[src/rtl/ring_coherence_directory_assert.svh]
`ifndef RING_COHERENCE_DIRECTORY_ASSERT_SVH
`define RING_COHERENCE_DIRECTORY_ASSERT_SVH

// same-cycle implication
`define RCD_ASSERT_IMPL(label, clk, rst, ante, cons, msg) \
  label: assert property (@(posedge clk) disable iff (rst) (ante) |-> (cons)) \
    else $error(msg);

// next-cycle implication
`define RCD_ASSERT_NEXT(label, clk, rst, ante, cons, msg) \
  label: assert property (@(posedge clk) disable iff (rst) (ante) |=> (cons)) \
    else $error(msg);

`endif

[src/rtl/rcd_pkg.sv]
package rcd_pkg;

  localparam int TILE_ID_W  = 5;
  localparam int TILE_CNT_W = 6;
  localparam int HOP_W      = 4;
  localparam int ADDR_W     = 64;
  localparam int SIZE_W     = 11;
  localparam int ACT_W      = 3;
  localparam int LAT_W      = 9;
  localparam int EXTRA_W    = 2;

  // remainder unit: address bits consumed per cycle
  localparam int MOD_BITS   = 4;
  localparam int MOD_STEPS  = ADDR_W / MOD_BITS;
  localparam int MOD_CNT_W  = $clog2(MOD_STEPS);

  localparam logic [SIZE_W-1:0] MEM_REQ_BYTES = 11'd8;

  localparam logic [ACT_W-1:0] ACT_NONE  = 3'd0;
  localparam logic [ACT_W-1:0] ACT_ALLOC = 3'd1;
  localparam logic [ACT_W-1:0] ACT_HIT   = 3'd2;
  localparam logic [ACT_W-1:0] ACT_INVAL = 3'd3;
  localparam logic [ACT_W-1:0] ACT_FULL  = 3'd4;

  localparam logic [EXTRA_W-1:0] EXTRA_NONE   = 2'd0;
  localparam logic [EXTRA_W-1:0] EXTRA_SHARED = 2'd1;
  localparam logic [EXTRA_W-1:0] EXTRA_ABSENT = 2'd2;

  localparam logic [1:0] REG_TILE_COUNT = 2'd0;
  localparam logic [1:0] REG_DIR_ENABLE = 2'd1;
  localparam logic [1:0] REG_HOP_LAT    = 2'd2;

  localparam logic [TILE_CNT_W-1:0] TILE_COUNT_RST = 6'd8;
  localparam logic [HOP_W-1:0]      HOP_LAT_RST    = 4'd2;

  typedef struct packed {
    logic [7:0]        src_tile;
    logic [7:0]        dst_tile;
    logic [ADDR_W-1:0] mem_address;
    logic [SIZE_W-1:0] message_bytes;
  } rcd_req_t;

  typedef struct packed {
    logic                 accepted;
    logic [TILE_ID_W-1:0] routed_dest;
    logic [TILE_ID_W-1:0] home_id;
    logic [ACT_W-1:0]     action;
    logic [LAT_W-1:0]     latency;
  } rcd_rsp_t;

  typedef struct packed {
    logic [TILE_CNT_W-1:0] tile_count;
    logic                  directory_enable;
    logic [HOP_W-1:0]      hop_latency;
  } rcd_cfg_t;

endpackage

[src/rtl/rcd_cfg_regs.sv]
module rcd_cfg_regs
  import rcd_pkg::*;
(
  input  logic        clk,
  input  logic        rst,
  input  logic        psel,
  input  logic        penable,
  input  logic        pwrite,
  input  logic [3:0]  paddr,
  input  logic [31:0] pwdata,
  output logic [31:0] prdata,
  output logic        pready,
  output rcd_cfg_t    cfg
);

  logic wr_en;

  assign wr_en  = psel && penable && pwrite;
  assign pready = 1'b1;

  always_ff @(posedge clk) begin
    if (rst) begin
      cfg.tile_count       <= TILE_COUNT_RST;
      cfg.directory_enable <= 1'b1;
      cfg.hop_latency      <= HOP_LAT_RST;
    end else if (wr_en) begin
      unique case (paddr[3:2])
        REG_TILE_COUNT: cfg.tile_count       <= pwdata[TILE_CNT_W-1:0];
        REG_DIR_ENABLE: cfg.directory_enable <= pwdata[0];
        REG_HOP_LAT:    cfg.hop_latency      <= pwdata[HOP_W-1:0];
        default: ;
      endcase
    end
  end

  always_comb begin
    unique case (paddr[3:2])
      REG_TILE_COUNT: prdata = {{(32-TILE_CNT_W){1'b0}}, cfg.tile_count};
      REG_DIR_ENABLE: prdata = {31'd0, cfg.directory_enable};
      REG_HOP_LAT:    prdata = {{(32-HOP_W){1'b0}}, cfg.hop_latency};
      default:        prdata = 32'd0;
    endcase
  end

endmodule

[config.mk]
export PLATFORM = sky130hd
export DESIGN_NAME = rcd_cfg_regs
export DESIGN_NICKNAME = d
export VERILOG_FILES = /design/src/rtl/ring_coherence_directory_assert.svh /design/src/rtl/rcd_pkg.sv /design/src/rtl/rcd_cfg_regs.sv
export SDC_FILE = /design/constraint.sdc
export NUM_CORES = 1
export LEC_CHECK = 0
export ABC_AREA = 1
export BUFFER_PORTS_ARGS = -buffer_cell sky130_fd_sc_hd__buf_4
export CAP_MARGIN = 30
export CORE_MARGIN = 2
export CORE_UTILIZATION = 34
export DETAILED_ROUTE_END_ITERATION = 10
export PLACE_DENSITY = 0.84
export SKIP_LAST_GASP = 1
export SLEW_MARGIN = 25
export SYNTH_ARGS = -nofsm -noshare
export SYNTH_HDL_FRONTEND = slang
export SYNTH_SLANG_ARGS = --single-unit
[constraint.sdc]
create_clock -name clk -period 1 [get_ports clk]
set_clock_uncertainty 0.15 [all_clocks]
set_input_delay 0.05 -clock clk [delete_from_list [all_inputs] [get_ports clk]]
set_output_delay 0.05 -clock clk [all_outputs]
set_load 0.01 [all_outputs]
==> results.json, run 1 <==
{
  "synth-edff-count": 0,
  "cp_slowest_cell": "dfxtp_2",
  "finalSetupTns_ns": -0.8447,
  "fmax_mhz": 882.7,
  "die_height_um": 52.95,
  "cts.clk_slew.worst_paths_ns": 0.07,
  "hold_ws_ns": -0.02217,
  "numPortBuffers": 29,
  "cts_tree": "yes",
  "crit_path_end_kind": "output pin",
  "cp_data_required_time_ns": 0.80,
  "io_pins": 85,
  "synth_top_area_share_pct": 27.04,
  "ir_worst_vdd_v": 0.0005836,
  "drc": 0,
  "cp_cell_sequence": "a22o_1 -> buf_6",
  "synthTopCellsByCount": "buf_4 (27), nand2_1 (16), nand3_1 (13), nor2_1 (13), dfxtp_1 (11)",
  "yosys_warnings": 0,
  "crit_buf_inv": 1,
  "crit_family": "flip-flops",
  "synth_async_sr_flop_share_pct": 0,
  "cts_max_path_buffers": 2,
  "antenna_left": 0,
  "min_path_type": "input pin to register",
  "filler_cell_count": 221,
  "post-route-min-period_ns": 1.133,
  "grt_pass1_wl_um": 2856,
  "status": "finished, violations left",
  "synth_top_area_cell": "dfxtp_1",
  "yosys.cell_count.top_type": "buf_4",
  "critPathMaxStageDelay_ns": 0.33,
  "top_register": "cfg",
  "drv_cap": 0,
  "p_total_mw": 1.046,
  "first_pass_iters": 4,
  "hold_viol": 2,
  "yosys-top-cells-area": "dfxtp_1 (27%), buf_4 (25%), nand3_1 (8.0%)",
  "violations": "negative hold slack, negative setup slack",
  "power_density_nw_per_um2": 853.3,
  "period_share_pct": 113.3,
  "syn_area_per_cell_um2": 7.145,
  "slew_violations": 0,
  "post_drt_wl_per_cell_um": 9.864,
  "synthCells": 114,
  "holdBufCountCts": 6,
  "antenna_found_initial": 0,
  "syn_to_final_growth_pct": 50.54,
  "grt_overflow_total": 0,
  "via_per_inst": 4.147,
  "rsz0062_at_grt": "true",
  "fin_util_pct": 54.90,
  "clock_latency_ns": 0.27,
  "coreArea_um2": 2233,
  "drive_above_1_share_pct": 46.63,
  "synth_seq_cells": 11,
  "gp_congestion": 0.7544,
  "cts_max_level": 1,
  "ys.flop_type": "dfxtp_1",
  "top_regs": "cfg x11",
  "power.leakage_nw": 0.6431,
  "grt_pass1_vias": 699,
  "die-area_um2": 2803,
  "start_util_pct": 36.47,
  "cts.sinks": 11,
  "path_class": "register to output pin",
  "synthDistinctLibCells": 17,
  "num_rows": 17,
  "syn_area_um2": 814.5,
  "setup_viol_count_final": 15,
  "wl_um": 1884,
  "numCtsBuffers": 3,
  "num_vias": 792,
  "largest_reg_flops": 11,
  "antenna_cells": 0,
  "nets": 205,
  "crit_path_start_kind": "register",
  "cp_max_fo": 2,
  "yosysSeqAreaShare_pct": 27.04,
  "die_x_um": 52.95,
  "setup_slack_ns": -0.1329,
  "grt_max_degree": 12,
  "worstPathArrival_ns": 0.93,
  "gr-usage-all-layers_pct": 14.15,
  "root_buffer": "clkbuf_4",
  "dp_hpwl_um": 1276,
  "drt_iter0_markers": 15
}
==> worst min-delay path: cells and delay by family <==
| family | cells | cell delay [ns] |
|---|---|---|
| and+or+nand+nor | 4 | 0.21 |
| buffers and inverters | 1 | 0.11 |
==> final cells by class <==
type                       instances  area, um2  share of cell area [%]
multi-input combinational         88      446.7                   36.43
clock buffer                       4      26.28                   2.143
sequential                        11      234.0                   19.08
tap                               28      35.03                   2.857
timing repair buffer              48      439.2                   35.82
inverter                          12      45.04                   3.673
==> worst paths after layout <==
kind / startpoint / to / slack [ns] / depth (start not counted)
hold reg to reg: cfg[3] / cfg[3] / 0.35 / 2
setup / recovery: cfg[8] / prdata[3] / -0.13 / 2
hold / removal: paddr[3] / cfg[4] / -0.02 / 5
setup reg to reg: cfg[5] / cfg[5] / 0.02 / 4
==> metal layers <==
| metal | global-route usage, % | wire length (um) | up-vias |
|---|---|---|---|
| met2 | 25.00 | 989 | 41 |
| met3 | 5.367 | 176 | 0 |
| met1 | 16.21 | 719 | 354 |
| met5 | 0 | 0 | - |
| met4 | 2.564 | 0 | 0 |
| li1 | - | - | 397 |
==> cells in the final DEF (no fill, tap or decap), drive strengths merged <==
| cell type | Yosys | layout |
|---|---|---|
| dfxtp | 11 | 11 |
| conb | 2 | 27 |
| buf | 27 | 42 |
| inv | 12 | 12 |
| a22o | 3 | 3 |
| o21ai | 2 | 2 |
| nand3 | 14 | 14 |
| clkbuf | 1 | 4 |
| dlygate4sd3 | 0 | 6 |
| nor2 | 24 | 24 |
| nand2 | 18 | 18 |
==> power by group <==
group | switching, mW | total (mW) | internal, mW
Sequential | 0.00655 | 0.456 | 0.449
Clock | 0.158 | 0.312 | 0.155
Combinational | 0.156 | 0.279 | 0.122
Total | 0.321 | 1.05 | 0.726
==> cells by family after synthesis <==
kind of cell	after synthesis	share of synthesized area, %
compound gates	5	4.455
buf+inv	40	30.88
flops	11	27.04
other cells	2	0.9220
simple gates	56	36.71
==> through the flow <==
stage	cells	cell area, um2	setup slack, ns
2_1_floorplan	139	908.4	0.1865
3_3_place_gp	168	954.7	-0.03571
3_5_place_dp	168	954.7	-0.04590
4_1_cts	188	1147	-0.1313
5_1_grt	191	1226	-0.1749
6_report	191	1226	-0.1329
==> what timing repair did <==
item / 4_1_cts / 5_1_grt
hold endpoints to repair: 10 / 1
setup buffers: 10 / 3
resized for setup: 15 / 17
setup endpoints to repair: 7 / 17
pin swaps: 6 / 2
(Power assumes the default switching activity.)
==> run 2, diff against run 1 <==
PLACE_DENSITY = 0.86   (was 0.84)
==> run 2 against run 1 <==
  * The flow still finishes with violations (negative hold slack, negative setup slack)
  * Hold slack gained 0.010 ns
  * First-iteration DRC count decreased by 73%
  * Sequential power about the same
  * Final cell count is 0.52% higher
  * Maximum frequency is 0.22% higher
  * Critical path depth unchanged
  * Sequential cell count unchanged
  * Final area increased by 1.7%
  * Total power up 0.55%
  * Core utilization grew 0.95 points
  * Non-clock buffer count rose by 1
  * Largest power group unchanged
==> results.json, run 2 (synthesized netlist as in run 1, its figures left out) <==
{
  "top_regs": "cfg x11",
  "gp_congestion": 0.7413,
  "syn_to_final_growth_pct": 53.15,
  "die_x_um": 52.95,
  "cts.sinks": 11,
  "num_vias": 804,
  "cp_max_fo": 2,
  "antenna_cells": 0,
  "path_class": "register to output pin",
  "cp_slowest_cell": "dfxtp_2",
  "critPathMaxStageDelay_ns": 0.32,
  "post_drt_wl_per_cell_um": 9.833,
  "largest_reg_flops": 11,
  "final_common_cell": "conb_1",
  "dp_hpwl_um": 1284,
  "status": "finished, violations left",
  "crit_path_end_kind": "output pin",
  "filler_cell_count": 221,
  "grt_pass1_vias": 684,
  "antenna_found_initial": 0,
  "rsz0062_at_grt": "true",
  "antenna_left": 0,
  "drc": 0,
  "gr-usage-all-layers_pct": 13.22,
  "layout_common_cells": "conb_1 (27), buf_4 (25), buf_6 (18), nand2_1 (14), nor2_1 (12)",
  "numPortBuffers": 29,
  "min_path_type": "input pin to register",
  "via_per_inst": 4.188,
  "setup_viol_count_final": 15,
  "drive_above_1_share_pct": 49.39,
  "wl_um": 1888,
  "hold_viol": 1,
  "top_register": "cfg",
  "start_util_pct": 36.47,
  "num_rows": 17,
  "crit_path_start_kind": "register",
  "ir_worst_vdd_v": 0.0005745,
  "io_pins": 85,
  "worstPathArrival_ns": 0.93,
  "slew_violations": 0,
  "clock_latency_ns": 0.27,
  "cts.clk_slew.worst_paths_ns": 0.07,
  "power_density_nw_per_um2": 843.4,
  "violations": "negative hold slack, negative setup slack",
  "nets": 206,
  "dp_slack_ns": 0.07735,
  "period_share_pct": 113.0,
  "cp_cell_sequence": "a22o_1 -> buf_6",
  "setup_slack_ns": -0.1304,
  "root_buffer": "clkbuf_4",
  "grt_pass1_wl_um": 2677,
  "hold_ws_ns": -0.01169,
  "cts_tree": "yes",
  "cts_max_path_buffers": 2,
  "drv_cap": 0,
  "power.leakage_nw": 0.6511,
  "die-area_um2": 2803,
  "die_height_um": 52.95,
  "cp_data_required_time_ns": 0.80,
  "first_pass_iters": 4,
  "cts_max_level": 1,
  "coreArea_um2": 2233,
  "drt_iter0_markers": 4,
  "grt_max_degree": 12,
  "post-route-min-period_ns": 1.130,
  "numCtsBuffers": 3,
  "fmax_mhz": 884.7,
  "grt_overflow_total": 0
}
## run 2: cell types whose count changed in the layout (fill, tap and decap cells not counted), sizes merged
| cell | change |
|---|---|
| buf | +1 |
## run 2: power by group
group	total, mW	switching, mW	internal, mW
Sequential	0.457	0.00738	0.449
Clock	0.308	0.154	0.155
Combinational	0.287	0.160	0.127
## run 2: layout make-up
type                    count  area (um2)  area share (%)
flip-flops and latches     11       234.0           18.76
repair buffers             49       450.4           36.11
clock buffers               4       26.28           2.106
inverters                  12       47.55           3.811
well taps                  28       35.03           2.808
multi-input cells          88       454.2           36.41
## run 2: worst paths after layout
check	endpoint	cells past startpoint	startpoint	slack [ns]
worst max-delay path	prdata[3]	2	cfg[8]	-0.13
worst max register to register	cfg[10]	4	cfg[10]	0.04
worst min-delay path	cfg[4]	5	paddr[3]	-0.01
worst min register to register	cfg[2]	2	cfg[2]	0.35
## run 2: worst max-delay path, delay by kind of cell, from the launching register on
family | cells | cell delay [ns]
compound gates | 1 | 0.22
buf+inv | 1 | 0.12
flops | 1 | 0.32
## run 2: stage by stage
| stage | area (um2) | TNS, ns | util (%) | power (mW) | instances |
|---|---|---|---|---|---|
| 6_report | 1247 | -0.8242 | 55.85 | 1.052 | 192 |
| 5_1_grt | 1247 | -1.279 | 55.85 | 1.107 | 192 |
| 4_1_cts | 1162 | -0.9596 | 52.04 | 1.030 | 190 |
| 3_5_place_dp | 962.2 | 0 | 43.08 | 0.6923 | 169 |
| 3_3_place_gp | 962.2 | 0 | 43.08 | 0.6881 | 169 |
| 2_1_floorplan | 908.4 | 0 | - | 0.6798 | 139 |
## run 2: routing by layer
layer / GRT usage [%] / vias up / wire [um]
met5: 0 / - / 0
met3: 6.215 / 0 / 155
met1: 14.02 / 363 / 709
met2: 24.38 / 40 / 1023
met4: 1.282 / 0 / 0
li1: - / 401 / -
## run 2: repair_timing
action / 4_1_cts / 5_1_grt
hold endpoints to repair: 11 / 0
gates cloned: 0 / 0
resized for setup: 15 / 23
hold buffers: 6 / 0
pin swaps: 6 / 2
setup endpoints to repair: 7 / 17
buffers inserted: 11 / 2
