==> src/rtl/ring_coherence_directory_assert.svh <==
`ifndef RING_COHERENCE_DIRECTORY_ASSERT_SVH
`define RING_COHERENCE_DIRECTORY_ASSERT_SVH

// same-cycle implication
`define RCD_ASSERT_IMPL(label, clk, rst, ante, cons, msg) \
  label: assert property (@(posedge clk) disable iff (rst) (ante) |-> (cons)) \
    else $error(msg);

// next-cycle implication
`define RCD_ASSERT_NEXT(label, clk, rst, ante, cons, msg) \
  label: assert property (@(posedge clk) disable iff (rst) (ante) |=> (cons)) \
    else $error(msg);

`endif

==> src/rtl/rcd_pkg.sv <==
package rcd_pkg;

  localparam int TILE_ID_W  = 5;
  localparam int TILE_CNT_W = 6;
  localparam int HOP_W      = 4;
  localparam int ADDR_W     = 64;
  localparam int SIZE_W     = 11;
  localparam int ACT_W      = 3;
  localparam int LAT_W      = 9;
  localparam int EXTRA_W    = 2;

  // remainder unit: address bits consumed per cycle
  localparam int MOD_BITS   = 4;
  localparam int MOD_STEPS  = ADDR_W / MOD_BITS;
  localparam int MOD_CNT_W  = $clog2(MOD_STEPS);

  localparam logic [SIZE_W-1:0] MEM_REQ_BYTES = 11'd8;

  localparam logic [ACT_W-1:0] ACT_NONE  = 3'd0;
  localparam logic [ACT_W-1:0] ACT_ALLOC = 3'd1;
  localparam logic [ACT_W-1:0] ACT_HIT   = 3'd2;
  localparam logic [ACT_W-1:0] ACT_INVAL = 3'd3;
  localparam logic [ACT_W-1:0] ACT_FULL  = 3'd4;

  localparam logic [EXTRA_W-1:0] EXTRA_NONE   = 2'd0;
  localparam logic [EXTRA_W-1:0] EXTRA_SHARED = 2'd1;
  localparam logic [EXTRA_W-1:0] EXTRA_ABSENT = 2'd2;

  localparam logic [1:0] REG_TILE_COUNT = 2'd0;
  localparam logic [1:0] REG_DIR_ENABLE = 2'd1;
  localparam logic [1:0] REG_HOP_LAT    = 2'd2;

  localparam logic [TILE_CNT_W-1:0] TILE_COUNT_RST = 6'd8;
  localparam logic [HOP_W-1:0]      HOP_LAT_RST    = 4'd2;

  typedef struct packed {
    logic [7:0]        src_tile;
    logic [7:0]        dst_tile;
    logic [ADDR_W-1:0] mem_address;
    logic [SIZE_W-1:0] message_bytes;
  } rcd_req_t;

  typedef struct packed {
    logic                 accepted;
    logic [TILE_ID_W-1:0] routed_dest;
    logic [TILE_ID_W-1:0] home_id;
    logic [ACT_W-1:0]     action;
    logic [LAT_W-1:0]     latency;
  } rcd_rsp_t;

  typedef struct packed {
    logic [TILE_CNT_W-1:0] tile_count;
    logic                  directory_enable;
    logic [HOP_W-1:0]      hop_latency;
  } rcd_cfg_t;

endpackage

==> src/rtl/rcd_mod_unit.sv <==
module rcd_mod_unit
  import rcd_pkg::*;
(
  input  logic                  clk,
  input  logic                  rst,
  input  logic                  start,
  input  logic [ADDR_W-1:0]     dividend,
  input  logic [TILE_CNT_W-1:0] divisor,
  output logic                  done,
  output logic [TILE_ID_W-1:0]  remainder
);

  logic                  busy;
  logic [MOD_CNT_W-1:0]  cnt;
  logic [TILE_CNT_W-1:0] rem;
  logic [TILE_CNT_W-1:0] rem_next;
  logic [TILE_CNT_W-1:0] div_r;
  logic [ADDR_W-1:0]     sh;

  // restoring remainder, MOD_BITS digits per cycle, MSB first
  always_comb begin
    rem_next = rem;
    for (int k = 0; k < MOD_BITS; k++) begin
      rem_next = {rem_next[TILE_CNT_W-2:0], sh[ADDR_W-1-k]};
      if (rem_next >= div_r) begin
        rem_next = rem_next - div_r;
      end
    end
  end

  always_ff @(posedge clk) begin
    if (rst) begin
      busy <= 1'b0;
      done <= 1'b0;
      cnt  <= '0;
    end else begin
      done <= 1'b0;
      if (start) begin
        busy <= 1'b1;
        cnt  <= '0;
      end else if (busy) begin
        cnt <= cnt + 1'b1;
        if (cnt == MOD_CNT_W'(MOD_STEPS - 1)) begin
          busy <= 1'b0;
          done <= 1'b1;
        end
      end
    end
  end

  always_ff @(posedge clk) begin
    if (start) begin
      rem   <= '0;
      sh    <= dividend;
      div_r <= divisor;
    end else if (busy) begin
      rem <= rem_next;
      sh  <= sh << MOD_BITS;
    end
  end

  assign remainder = rem[TILE_ID_W-1:0];

endmodule

==> config.mk <==
export PLATFORM = sky130hd
export DESIGN_NAME = rcd_mod_unit
export DESIGN_NICKNAME = d
export VERILOG_FILES = /design/src/rtl/ring_coherence_directory_assert.svh /design/src/rtl/rcd_pkg.sv /design/src/rtl/rcd_mod_unit.sv
export SDC_FILE = /design/constraint.sdc
export NUM_CORES = 1
export LEC_CHECK = 0
export BUFFER_PORTS_ARGS = -buffer_cell sky130_fd_sc_hd__buf_2
export CAP_MARGIN = 20
export CORE_ASPECT_RATIO = 1.4
export CORE_MARGIN = 2
export CORE_UTILIZATION = 45
export DETAILED_ROUTE_END_ITERATION = 7
export PLACE_DENSITY = 0.67
export SETUP_SLACK_MARGIN = 0.1
export SYNTH_ARGS = -nofsm -noshare
export SYNTH_HDL_FRONTEND = slang
export SYNTH_SLANG_ARGS = --single-unit
==> constraint.sdc <==
create_clock -name clk -period 7.75 [get_ports clk]
set_input_delay 0.3875 -clock clk [delete_from_list [all_inputs] [get_ports clk]]
set_output_delay 0.3875 -clock clk [all_outputs]
set_load 0.005 [all_outputs]
==> results of run 1 <==
worst register-to-register path, delay by kind of cell, from the launching register on:
kind / cells / cell delay (ns)
multiplexers: 4 / 1.50
buffers and inverters: 1 / 0.19
AND/OR/NAND/NOR: 3 / 0.56
AO/OA/AOI/OAI: 10 / 2.18
flip-flops: 1 / 0.43
adder cells (fa/ha/maj): 4 / 1.66
sequential cells by signal, indices dropped and copies added, names as in the netlist:
name   count
done       1
div_r      6
cnt        4
sh        64
rem        5
busy       1
cell usage in the layout, fill, tap and decap left out, types with 3 or more instances in the layout:
master                      netlist  layout
sky130_fd_sc_hd__buf_2            0      78
sky130_fd_sc_hd__edfxtp_1        70      70
sky130_fd_sc_hd__mux2_2          67      67
sky130_fd_sc_hd__ha_1            25      25
sky130_fd_sc_hd__inv_1           20      20
sky130_fd_sc_hd__nor2_1          12      12
sky130_fd_sc_hd__dfxtp_1         11      11
sky130_fd_sc_hd__xnor2_1          9       9
sky130_fd_sc_hd__clkbuf_16        0       9
sky130_fd_sc_hd__nand2_1          7       7
sky130_fd_sc_hd__a21o_1           7       7
sky130_fd_sc_hd__a21oi_1          7       7
sky130_fd_sc_hd__a21oi_2          4       4
sky130_fd_sc_hd__o21ai_0          4       4
sky130_fd_sc_hd__xor2_1           4       4
sky130_fd_sc_hd__mux2i_1          4       4
sky130_fd_sc_hd__and2_1           4       4
sky130_fd_sc_hd__fa_1             4       4
sky130_fd_sc_hd__nor2b_1          3       3
sky130_fd_sc_hd__nand4_1          3       3
sky130_fd_sc_hd__o21ai_1          3       3
kinds of logic (layout without fill, tap and decap cells):
kind of cell | count (synthesis) | in the layout | synth area share
flops | 81 | 81 | 0.537
fa+ha+maj | 29 | 29 | 0.0908
compound gates | 43 | 43 | 0.0798
simple gates | 39 | 39 | 0.0457
mux | 74 | 74 | 0.196
xor+xnor | 13 | 13 | 0.0263
buf+inv | 29 | 116 | 0.0252
worst max path at each step:
stage | from | to | slack [ns] | depth (start not counted)
6_report | div_r[1] | rem[0] | 1.14 | 22
5_1_grt | div_r[1] | rem[0] | 0.75 | 22
4_1_cts | div_r[1] | rem[0] | 1.17 | 22
3_5_place_dp | div_r[1] | rem[0] | 1.20 | 22
3_3_place_gp | div_r[1] | rem[0] | 1.39 | 22
2_1_floorplan | div_r[1] | rem[0] | 1.74 | 22
metal layers:
metal	GRT usage	share of wire	up-vias
met2	0.281	0.53	70
met1	0.188	0.39	1254
met5	0	0	-
met4	0.0713	0.023	0
met3	0.0591	0.057	15
li1	-	-	1325
power by group through the flow:
stage / clock [uW] / sequential, uW / combinational [uW]
3_3_place_gp: 0 / 563 / 822
5_1_grt: 445 / 560 / 936
6_report: 419 / 554 / 853
2_1_floorplan: 0 / 555 / 672
4_1_cts: 431 / 555 / 851
3_5_place_dp: 0 / 564 / 847
per-stage QoR:
stage	utilization	area, sq um
detailed placement	0.514	4840
global placement	0.514	4840
finish	0.545	5130
floorplan	-	4330
CTS	0.545	5130
global route	0.545	5130
cell type report:
class	instances	area (sq um)	share of cell area
repair buffers	80	405	0.0790
inverters	20	75.1	0.0146
multi-input cells	198	1900	0.370
clock buffers	9	225	0.0439
flip-flops and latches	81	2320	0.453
clock inverters	7	68.8	0.0134
well taps	110	138	0.0268
==> summary.txt, run 1 <==
Die
  – Chip height: approximately 120 um
  – Standard cell core area: 9410 sq um
  – Die footprint: 10400 sq um
  – Top Ports: between 70 and 80
  – Initial core utilization: 0.460
  – Placement row count: 42
  – DIE WIDTH: 86.9 um

Timing
  – Fin Hold WS: between 0.2 and 0.25 ns
  – Max Freq: ~150 MHz
  – Fin crit share: 0.852
  – Final hold viol count: 0
  – Final Max Tran Viols: 0
  – Max transition margin: 0.365
  – Maximum clock skew at final layout: around 0.0060 ns
  – Final worst setup slack: 1.14 ns
  – TNS Setup: 0 ns
  – Slew @ Worst Pin: 0.953 ns
  – Final-report setup violation count: 0
  – Time the final worst path needs with I/O delays and setup: roughly 6.6 ns
  – Unrepaired setup endpoints after global routing: false

Power
  – Comb power frac: 0.467
  – Peak supply drop: between 0.15 and 0.2 mV
  – Internal Dissipation: between 1000 and 1500 uW
  – Sw Pwr: approximately 640 uW
  – Net Sw Frac: 0.349
  – Leakage: about 0.0021 uW
  – Share of power burned in the clock network: 0.230
  – PwrDens: roughly 360 nW/um^2
  – Seq pwr share: 0.303
  – Total power draw: approximately 1800 uW

Logic synthesis
  – Number of synthesized register bits: approximately 80
  – Number of distinct library cell variants in the gate-level netlist after synthesis: between 40 and 50
  – Biggest area contributors in the synthesized netlist: sky130_fd_sc_hd__edfxtp_1 (49%), sky130_fd_sc_hd__mux2_2 (17%), sky130_fd_sc_hd__ha_1 (7.2%)
  – Fraction of the yosys area taken by sequential cells: 0.537
  – Number of enable-type register cells in the synthesized netlist: 70
  – Top flip-flop cell by instance count after synthesis: sky130_fd_sc_hd__edfxtp_1
  – Most area-hungry cell type in the Yosys netlist: sky130_fd_sc_hd__edfxtp_1
  – Post-Synthesis Cells: just over 300
  – Syn. warnings: 0
  – Combined area of all synthesized cells: between 4000 and 5000 sq um
  – Mean cell area of the mapped netlist: ~14 sq um
  – Area fraction of the dominant cell type after synthesis: 0.486
  – Most numerous cell types in the synthesized netlist: sky130_fd_sc_hd__edfxtp_1 (70), sky130_fd_sc_hd__mux2_2 (67), sky130_fd_sc_hd__ha_1 (25), sky130_fd_sc_hd__inv_1 (20), sky130_fd_sc_hd__nor2_1 (12)
  – Syn_nets: 410
  – Cell with the most instances after synthesis: sky130_fd_sc_hd__edfxtp_1
  – Async S/R FF share, synth: 0

GRT
  – Largest net degree at the start of global routing: 80
  – Antenna violations before repair: 0
  – Global-route congestion overflow total: 0
  – GRT Total Usage: 0.167
  – Via count of the first global-routing pass: between 2000 and 3000
  – Wire length of the first global-routing pass: 13100 um

Detailed routing
  – Pre-antenna DRT Iters: 4
  – Vias per cell: approximately 5.3
  – WL/cell: between 15 and 20 um
  – Via count of the routed design: between 2000 and 3000
  – Post-detailed-route DRC marker count: 0
  – Antenna Nets Post-Route: 0
  – First DRT Iteration DRCs: 66
  – WL final: approximately 8300 um

Critical path
  – CP delay by family, top: compound AO/OA/AOI/OAI gates
  – Capturing element type of the critical path: flop
  – Slowest cell on crit path: sky130_fd_sc_hd__fa_1
  – Buf/Inv on CP: 1
  – Signal arrival time at the worst endpoint: around 6.9 ns
  – Largest stage delay, worst path: about 0.5 ns
  – Reg-to-Reg End: rem[0]
  – Category of the most critical setup path: flop to flop
  – Most prevalent standard cell on the critical path: sky130_fd_sc_hd__fa_1
  – Data required time at the worst endpoint: about 8.0 ns
  – Count of cells along the worst register-to-register path: 22
  – Slack of the worst reg-to-reg path: roughly 1.1 ns
  – Kind of start point of the critical path: flop
  – Top fanout value on the critical path: 9
  – FF-to-FF Start: div_r[1]
  – Cell breakdown of the critical path: inv_1, fa_1, a21oi_2, o221ai_4, mux2_4, fa_1, nand2b_1, o2bb2ai_2, a31o_4, mux2_4, fa_1, nor2b_1, o31ai_1, a31oi_2, mux2_2, ha_1, and3_1, a31oi_1, o21ai_1, a21oi_2, mux2_2, a211oi_1

Clocking
  – Number of buffers created by CTS: 9
  – CTS Root Cell: sky130_fd_sc_hd__clkbuf_16
  – Post-CTS setup buffer count: 0
  – Number of levels the H-tree was split into: 3
  – Skew-Pair Late Insertion Delay: about 0.33 ns
  – Clock Pin Slew Worst Setup and Hold Paths: about 0.060 ns
  – TritonCTS clock tree: yes
  – # resized after CTS: 0
  – Number of hold buffers added after CTS: 0
  – Maximum number of buffers from clock root to sink: 2
  – Sinks on Clock Net: a little over 80

Finish
  – Fraction of final layout cells with drive strength greater than 1: 0.446
  – Area growth syn-to-layout: 18.6%
  – Antenna Diode Count: 0
  – Fillers: between 800 and 900
  – Number of nets in the finished design: ~490
  – Count of non-filler cells in the finished layout: a little over 500

Placement
  – Number of input and output port buffers inserted: 78
  – Routability-driven placement congestion ratio: ~0.87
  – Worst slack after detailed placement: ~1.2 ns
  – Detailed placement HPWL: 6080 um
  – Cells after DPL: about 500

Worst hold path
  – Worst hold endpoint: busy
  – Hold_sp: rst
  – Hold Path Stages: 2
  – Worst min path class: primary input to flop

Run
  – Max-Cap Viols: 0

Status
  – Status: complete, no violations
No activity file was read; power rests on OpenSTA's default activity.
==> run 2: changes to the inputs <==
- CTS_BUF_LIST: unset -> sky130_fd_sc_hd__clkbuf_4
==> run 2 against run 1 <==
Net effect:
- utilization fell by 1.7 points
- setup slack got worse by 0.033 ns
- largest power group unchanged
- global-route usage fell by 0.086 points
- cell count did not move
- sequential power barely moved
- final area fell by 3.1%
- clock power fell by 42%
- worst hold slack got worse by 0.10 ns
- wire length fell by 0.68%
- first-iteration DRC count rose by 4.5%
- die area did not move
==> summary.txt, run 2 (synthesized netlist as in run 1, its figures left out) <==
Critical path
  – Slowest cell on crit path: sky130_fd_sc_hd__fa_1
  – Category of the most critical setup path: flop to flop
  – Capturing element type of the critical path: flop
  – Kind of start point of the critical path: flop
  – FF-to-FF Start: div_r[1]
  – Cell breakdown of the critical path: inv_1, fa_1, a21oi_2, o221ai_4, mux2_4, fa_1, nand2b_1, o2bb2ai_2, a31o_4, mux2_4, fa_1, nor2b_1, o31ai_1, a31oi_2, mux2_2, ha_1, and3_1, a31oi_1, o21ai_1, a21oi_2, mux2_2, a211oi_1
  – Launch point of the critical path: div_r[1]
  – Signal arrival time at the worst endpoint: about 7 ns
  – Largest stage delay, worst path: approximately 0.50 ns
  – Buf/Inv on CP: 1
  – Data required time at the worst endpoint: 8.09 ns
  – Most prevalent standard cell on the critical path: sky130_fd_sc_hd__fa_1
  – CP delay by family, top: compound AO/OA/AOI/OAI gates
  – Top fanout value on the critical path: 9

Finish
  – Fraction of final layout cells with drive strength greater than 1: 0.446
  – Commonest non-fill, non-tap cell in the layout: sky130_fd_sc_hd__buf_2
  – Largest registers in the final layout: sh x64, div_r x6, rem x5
  – Reg with most FFs: sh
  – Most used cells in the layout excluding fill and tap cells: sky130_fd_sc_hd__buf_2 (78), sky130_fd_sc_hd__edfxtp_1 (70), sky130_fd_sc_hd__mux2_2 (67), sky130_fd_sc_hd__ha_1 (25), sky130_fd_sc_hd__inv_1 (20)
  – Antenna Diode Count: 0
  – Area growth syn-to-layout: 14.9%
  – Max FFs per register: 64
  – Number of nets in the finished design: 492

Run
  – Max-Cap Viols: 0

Timing
  – TNS Setup: 0 ns
  – Fin crit share: 0.857
  – Fin Hold WS: 0.124 ns
  – Max Freq: 151 MHz
  – Max transition margin: 0.370
  – Final hold viol count: 0
  – Slew @ Worst Pin: 0.944 ns
  – Final-report setup violation count: 0
  – Maximum clock skew at final layout: about 0.016 ns
  – Time the final worst path needs with I/O delays and setup: 6.64 ns
  – Final Max Tran Viols: 0
  – Unrepaired setup endpoints after global routing: false

Power
  – PwrDens: between 300 and 400 nW/um^2
  – Peak supply drop: approximately 0.15 mV
  – Leakage: slightly above 0.002 uW

Clocking
  – Maximum number of buffers from clock root to sink: 2
  – Number of levels the H-tree was split into: 3
  – Number of hold buffers added after CTS: 0
  – Clock Pin Slew Worst Setup and Hold Paths: 0.13 ns
  – # resized after CTS: 0
  – Post-CTS setup buffer count: 0
  – TritonCTS clock tree: yes
  – Sinks on Clock Net: about 80
  – Skew-Pair Late Insertion Delay: 0.42 ns
  – Number of buffers created by CTS: 9
  – CTS Root Cell: sky130_fd_sc_hd__clkbuf_4

GRT
  – Antenna violations before repair: 0
  – Largest net degree at the start of global routing: 80
  – GRT Total Usage: 0.166
  – Global-route congestion overflow total: 0
  – Via count of the first global-routing pass: ~2700
  – Wire length of the first global-routing pass: 13000 um

Detailed routing
  – Antenna Nets Post-Route: 0
  – Vias per cell: around 5.3
  – First DRT Iteration DRCs: between 60 and 70
  – Via count of the routed design: approximately 2700
  – Pre-antenna DRT Iters: 5
  – WL/cell: about 16 um
  – Post-detailed-route DRC marker count: 0
  – WL final: 8280 um

Die
  – Chip height: roughly 120 um
  – Initial core utilization: 0.460
  – Standard cell core area: between 9000 and 10000 sq um
  – Top Ports: between 70 and 80
  – DIE WIDTH: between 80 and 90 um
  – Die footprint: about 10000 sq um
  – Placement row count: 42

Status
  – Status: complete, no violations

Placement
  – Routability-driven placement congestion ratio: 0.868
  – Detailed placement HPWL: around 6000 um
  – Number of input and output port buffers inserted: ~80

Worst hold path
  – Worst min path class: primary input to flop
  – Hold_sp: rst
==> run 2: layer usage <==
metal  global-route usage  wire length, um  share of wire
met4               0.0801              197          0.024
met2                0.280             4430           0.54
met5                    0                0              0
met3               0.0509              413          0.050
met1                0.188             3240           0.39
==> run 2: power by group <==
group / switching, uW / total (uW) / internal, uW
Combinational: 445 / 854 / 409
Clock: 147 / 244 / 97.6
Sequential: 22.9 / 553 / 530
==> run 2: worst paths after layout <==
kind | to | slack (ns) | cells after the start
worst min-delay path | busy | 0.12 | 2
worst max register to register | rem[0] | 1.11 | 22
worst min register to register | done | 0.50 | 2
worst max-delay path | rem[0] | 1.11 | 22
==> run 2: cell type report <==
type | instances | area, sq um
Fill cell | 845 | 4430
Clock buffer | 9 | 67.6
Sequential cell | 81 | 2320
Tap cell | 110 | 138
Timing Repair Buffer | 80 | 405
Inverter | 20 | 75.1
Clock inverter | 7 | 68.8
Multi-Input combinational cell | 198 | 1900
==> run 2: through the flow <==
stage          std cells  setup slack (ns)  power (uW)  utilization  instance area [sq um]
6_report             505              1.11        1650        0.529                   4970
5_1_grt              505             0.733        1770        0.529                   4970
3_5_place_dp         489              1.20        1410        0.514                   4840
3_3_place_gp         489              1.39        1390        0.514                   4840
2_1_floorplan        308              1.74        1230            -                   4330
4_1_cts              505              1.16        1660        0.529                   4970
==> run 2: worst register-to-register path, stage by stage, from the launching register on <==
cell	delay, ns
sky130_fd_sc_hd__edfxtp_1	0.46
sky130_fd_sc_hd__inv_1	0.19
sky130_fd_sc_hd__fa_1	0.51
sky130_fd_sc_hd__a21oi_2	0.21
sky130_fd_sc_hd__o221ai_4	0.18
sky130_fd_sc_hd__mux2_4	0.37
sky130_fd_sc_hd__fa_1	0.43
sky130_fd_sc_hd__nand2b_1	0.18
sky130_fd_sc_hd__o2bb2ai_2	0.14
sky130_fd_sc_hd__a31o_4	0.27
sky130_fd_sc_hd__mux2_4	0.34
sky130_fd_sc_hd__fa_1	0.41
sky130_fd_sc_hd__nor2b_1	0.20
sky130_fd_sc_hd__o31ai_1	0.12
sky130_fd_sc_hd__a31oi_2	0.44
sky130_fd_sc_hd__mux2_2	0.41
sky130_fd_sc_hd__ha_1	0.32
sky130_fd_sc_hd__and3_1	0.19
sky130_fd_sc_hd__a31oi_1	0.16
sky130_fd_sc_hd__o21ai_1	0.13
sky130_fd_sc_hd__a21oi_2	0.33
sky130_fd_sc_hd__mux2_2	0.38
sky130_fd_sc_hd__a211oi_1	0.21
==> run 3: changes to the inputs <==
- ABC_AREA: unset -> 1
- PLACE_DENSITY: 0.67 -> 0.66
==> run 3 against run 2 <==
Net effect:
- synthesized cell count is 66% higher
- non-clock buffer count is 1 higher
- maximum frequency is 27% higher
- critical path type unchanged
- combinational power is 15% higher
- power is 7.7% higher
- highest routed layer unchanged
==> summary.txt, run 3 <==
Critical path
  – Kind of start point of the critical path: flop
  – CP delay by family, top: adder cells
  – Most prevalent standard cell on the critical path: sky130_fd_sc_hd__inv_1
  – Buf/Inv on CP: 6
  – Signal arrival time at the worst endpoint: roughly 5.6 ns
  – Data required time at the worst endpoint: a little over 8 ns
  – Category of the most critical setup path: flop to flop
  – Capturing element type of the critical path: flop
  – Largest stage delay, worst path: between 0.4 and 0.5 ns
  – Top fanout value on the critical path: 8
  – Slowest cell on crit path: sky130_fd_sc_hd__edfxtp_1

Timing
  – Time the final worst path needs with I/O delays and setup: between 5 and 6 ns
  – Fin Hold WS: between 0.1 and 0.15 ns
  – TNS Setup: 0 ns
  – Fin crit share: 0.676
  – Max transition margin: 0.508
  – Unrepaired setup endpoints after global routing: false
  – Final Max Tran Viols: 0
  – Slew @ Worst Pin: 0.738 ns
  – Maximum clock skew at final layout: 0.0173 ns
  – Max Freq: between 150 and 200 MHz
  – Final-report setup violation count: 0
  – Final hold viol count: 0

Clocking
  – Clock Pin Slew Worst Setup and Hold Paths: ~0.13 ns
  – Sinks on Clock Net: 81
  – Number of levels the H-tree was split into: 3
  – Skew-Pair Late Insertion Delay: between 0.4 and 0.5 ns
  – Number of buffers created by CTS: 9
  – CTS Root Cell: sky130_fd_sc_hd__clkbuf_4
  – Maximum number of buffers from clock root to sink: 2
  – Post-CTS setup buffer count: 0
  – TritonCTS clock tree: yes
  – Number of hold buffers added after CTS: 0
  – # resized after CTS: 0

Status
  – Status: complete, no violations

Die
  – DIE WIDTH: between 80 and 90 um
  – Standard cell core area: 9850 sq um
  – Top Ports: slightly below 80
  – Placement row count: 43
  – Initial core utilization: 0.461
  – Die footprint: 10900 sq um
  – Chip height: between 100 and 150 um

Finish
  – Largest registers in the final layout: sh x64, div_r x6, rem x5
  – Fraction of final layout cells with drive strength greater than 1: 0.233
  – Area growth syn-to-layout: 14.4%
  – Antenna Diode Count: 0
  – Fillers: approximately 950
  – Number of nets in the finished design: 690
  – Reg with most FFs: sh
  – Commonest non-fill, non-tap cell in the layout: sky130_fd_sc_hd__nand2_1
  – Total area of multi-input combinational cells: roughly 2000 sq um
  – Count of non-filler cells in the finished layout: between 700 and 800
  – Most used cells in the layout excluding fill and tap cells: sky130_fd_sc_hd__nand2_1 (232), sky130_fd_sc_hd__buf_2 (78), sky130_fd_sc_hd__edfxtp_1 (70), sky130_fd_sc_hd__inv_1 (40), sky130_fd_sc_hd__ha_1 (25)
  – Utilization after layout: 0.528
  – Area taken by flip-flops and latches: 2320 sq um
  – Max FFs per register: 64

Logic synthesis
  – Most numerous cell types in the synthesized netlist: sky130_fd_sc_hd__nand2_1 (232), sky130_fd_sc_hd__edfxtp_1 (70), sky130_fd_sc_hd__inv_1 (41), sky130_fd_sc_hd__ha_1 (25), sky130_fd_sc_hd__a21oi_1 (17)
  – Number of enable-type register cells in the synthesized netlist: 70
  – Most area-hungry cell type in the Yosys netlist: sky130_fd_sc_hd__edfxtp_1
  – Fraction of the yosys area taken by sequential cells: 0.511
  – Syn_nets: 612
  – Mean cell area of the mapped netlist: ~9 sq um
  – Biggest area contributors in the synthesized netlist: sky130_fd_sc_hd__edfxtp_1 (46%), sky130_fd_sc_hd__nand2_1 (19%), sky130_fd_sc_hd__ha_1 (6.9%)
  – Cell with the most instances after synthesis: sky130_fd_sc_hd__nand2_1
  – Async S/R FF share, synth: 0
  – Number of synthesized register bits: 81
  – Number of distinct library cell variants in the gate-level netlist after synthesis: 35
  – Post-Synthesis Cells: 510
  – Syn. warnings: 0
  – Area fraction of the dominant cell type after synthesis: 0.463
  – Combined area of all synthesized cells: 4540 sq um
  – Top flip-flop cell by instance count after synthesis: sky130_fd_sc_hd__edfxtp_1

GRT
  – Global-route congestion overflow total: 0
  – Wire length of the first global-routing pass: roughly 16000 um
  – Largest net degree at the start of global routing: between 70 and 80
  – GRT Total Usage: 0.188
  – Via count of the first global-routing pass: approximately 3500
  – Antenna violations before repair: 0

Detailed routing
  – WL final: about 9400 um
  – Antenna Nets Post-Route: 0
  – Pre-antenna DRT Iters: 5
  – WL/cell: 13.0 um
  – First DRT Iteration DRCs: 140
  – Via count of the routed design: roughly 3500
  – Vias per cell: roughly 4.8
  – Post-detailed-route DRC marker count: 0

Power
  – Leakage: 0.00261 uW
  – Total power draw: between 1500 and 2000 uW
  – Peak supply drop: 0.173 mV
  – PwrDens: ~340 nW/um^2

Placement
  – Detailed placement HPWL: between 7000 and 8000 um
  – Routability-driven placement congestion ratio: 0.896
  – Number of input and output port buffers inserted: 78
  – Cells after DPL: 712

Worst hold path
  – Worst min path class: primary input to flop

Run
  – Max-Cap Viols: 0
-- run 3: cell types whose count changed in the layout (fill, tap and decap cells not counted), moves of 5 or more --
cell	previous run	this run
sky130_fd_sc_hd__nand2_1	7	232
sky130_fd_sc_hd__inv_2	0	5
sky130_fd_sc_hd__o21ai_2	0	5
sky130_fd_sc_hd__inv_1	20	40
sky130_fd_sc_hd__a21o_1	7	1
sky130_fd_sc_hd__nor2_2	0	5
sky130_fd_sc_hd__a21oi_1	7	17
sky130_fd_sc_hd__mux2_2	67	0
sky130_fd_sc_hd__nand3_2	0	5
sky130_fd_sc_hd__nand3_1	1	11
sky130_fd_sc_hd__nand2_2	0	12
-- run 3: routing by layer --
layer  global-route usage  routed length [um]  vias up
met5                    0                   0        -
met4               0.0881                 288        0
met3               0.0484                 424       20
met2                0.315                4880       88
met1                0.221                3850     1545
li1                     -                   -     1817
-- run 3: final timing paths --
check / from / to / slack, ns / depth (start not counted)
hold / removal: rst / busy / 0.12 / 2
hold reg to reg: cnt[3] / cnt[3] / 0.48 / 2
setup / recovery: div_r[0] / rem[2] / 2.51 / 31
setup reg to reg: div_r[0] / rem[2] / 2.51 / 31
-- run 3: cell type report --
type,count,area share
repair buffers,81,0.0794
multi-input cells,367,0.381
inverters,48,0.0347
well taps,135,0.0325
flip-flops and latches,81,0.447
clock buffers,12,0.0173
clock inverters,4,0.00842
-- run 3: cells by family after synthesis --
logic type / after synthesis / synth area share
and+or+nand+nor: 288 / 0.277
buffers and inverters: 62 / 0.0529
adders and majority gates: 29 / 0.0865
xor gates and xnor gates: 10 / 0.0193
AOI/OAI and AO/OA: 40 / 0.0537
DFF: 81 / 0.511
-- run 3: through the flow --
stage,instance area (sq um),setup WS [ns]
2_1_floorplan,4540,3.00
6_report,5200,2.51
3_5_place_dp,5060,2.49
5_1_grt,5200,2.04
3_3_place_gp,5060,2.71
4_1_cts,5200,2.47
-- run 3: worst register-to-register path: cells and delay by family, from the launching register on --
kind / cells / cell delay, ns
AOI/OAI and AO/OA: 6 / 1.14
buffers and inverters: 6 / 0.54
and+or+nand+nor: 14 / 1.40
adders and majority gates: 5 / 1.62
DFF: 1 / 0.46
-- run 3: where the power goes --
group	switching (uW)	leakage, uW	internal [uW]
clock	136	0.0000787	108
sequential	22.0	0.000808	528
combinational	602	0.00172	382
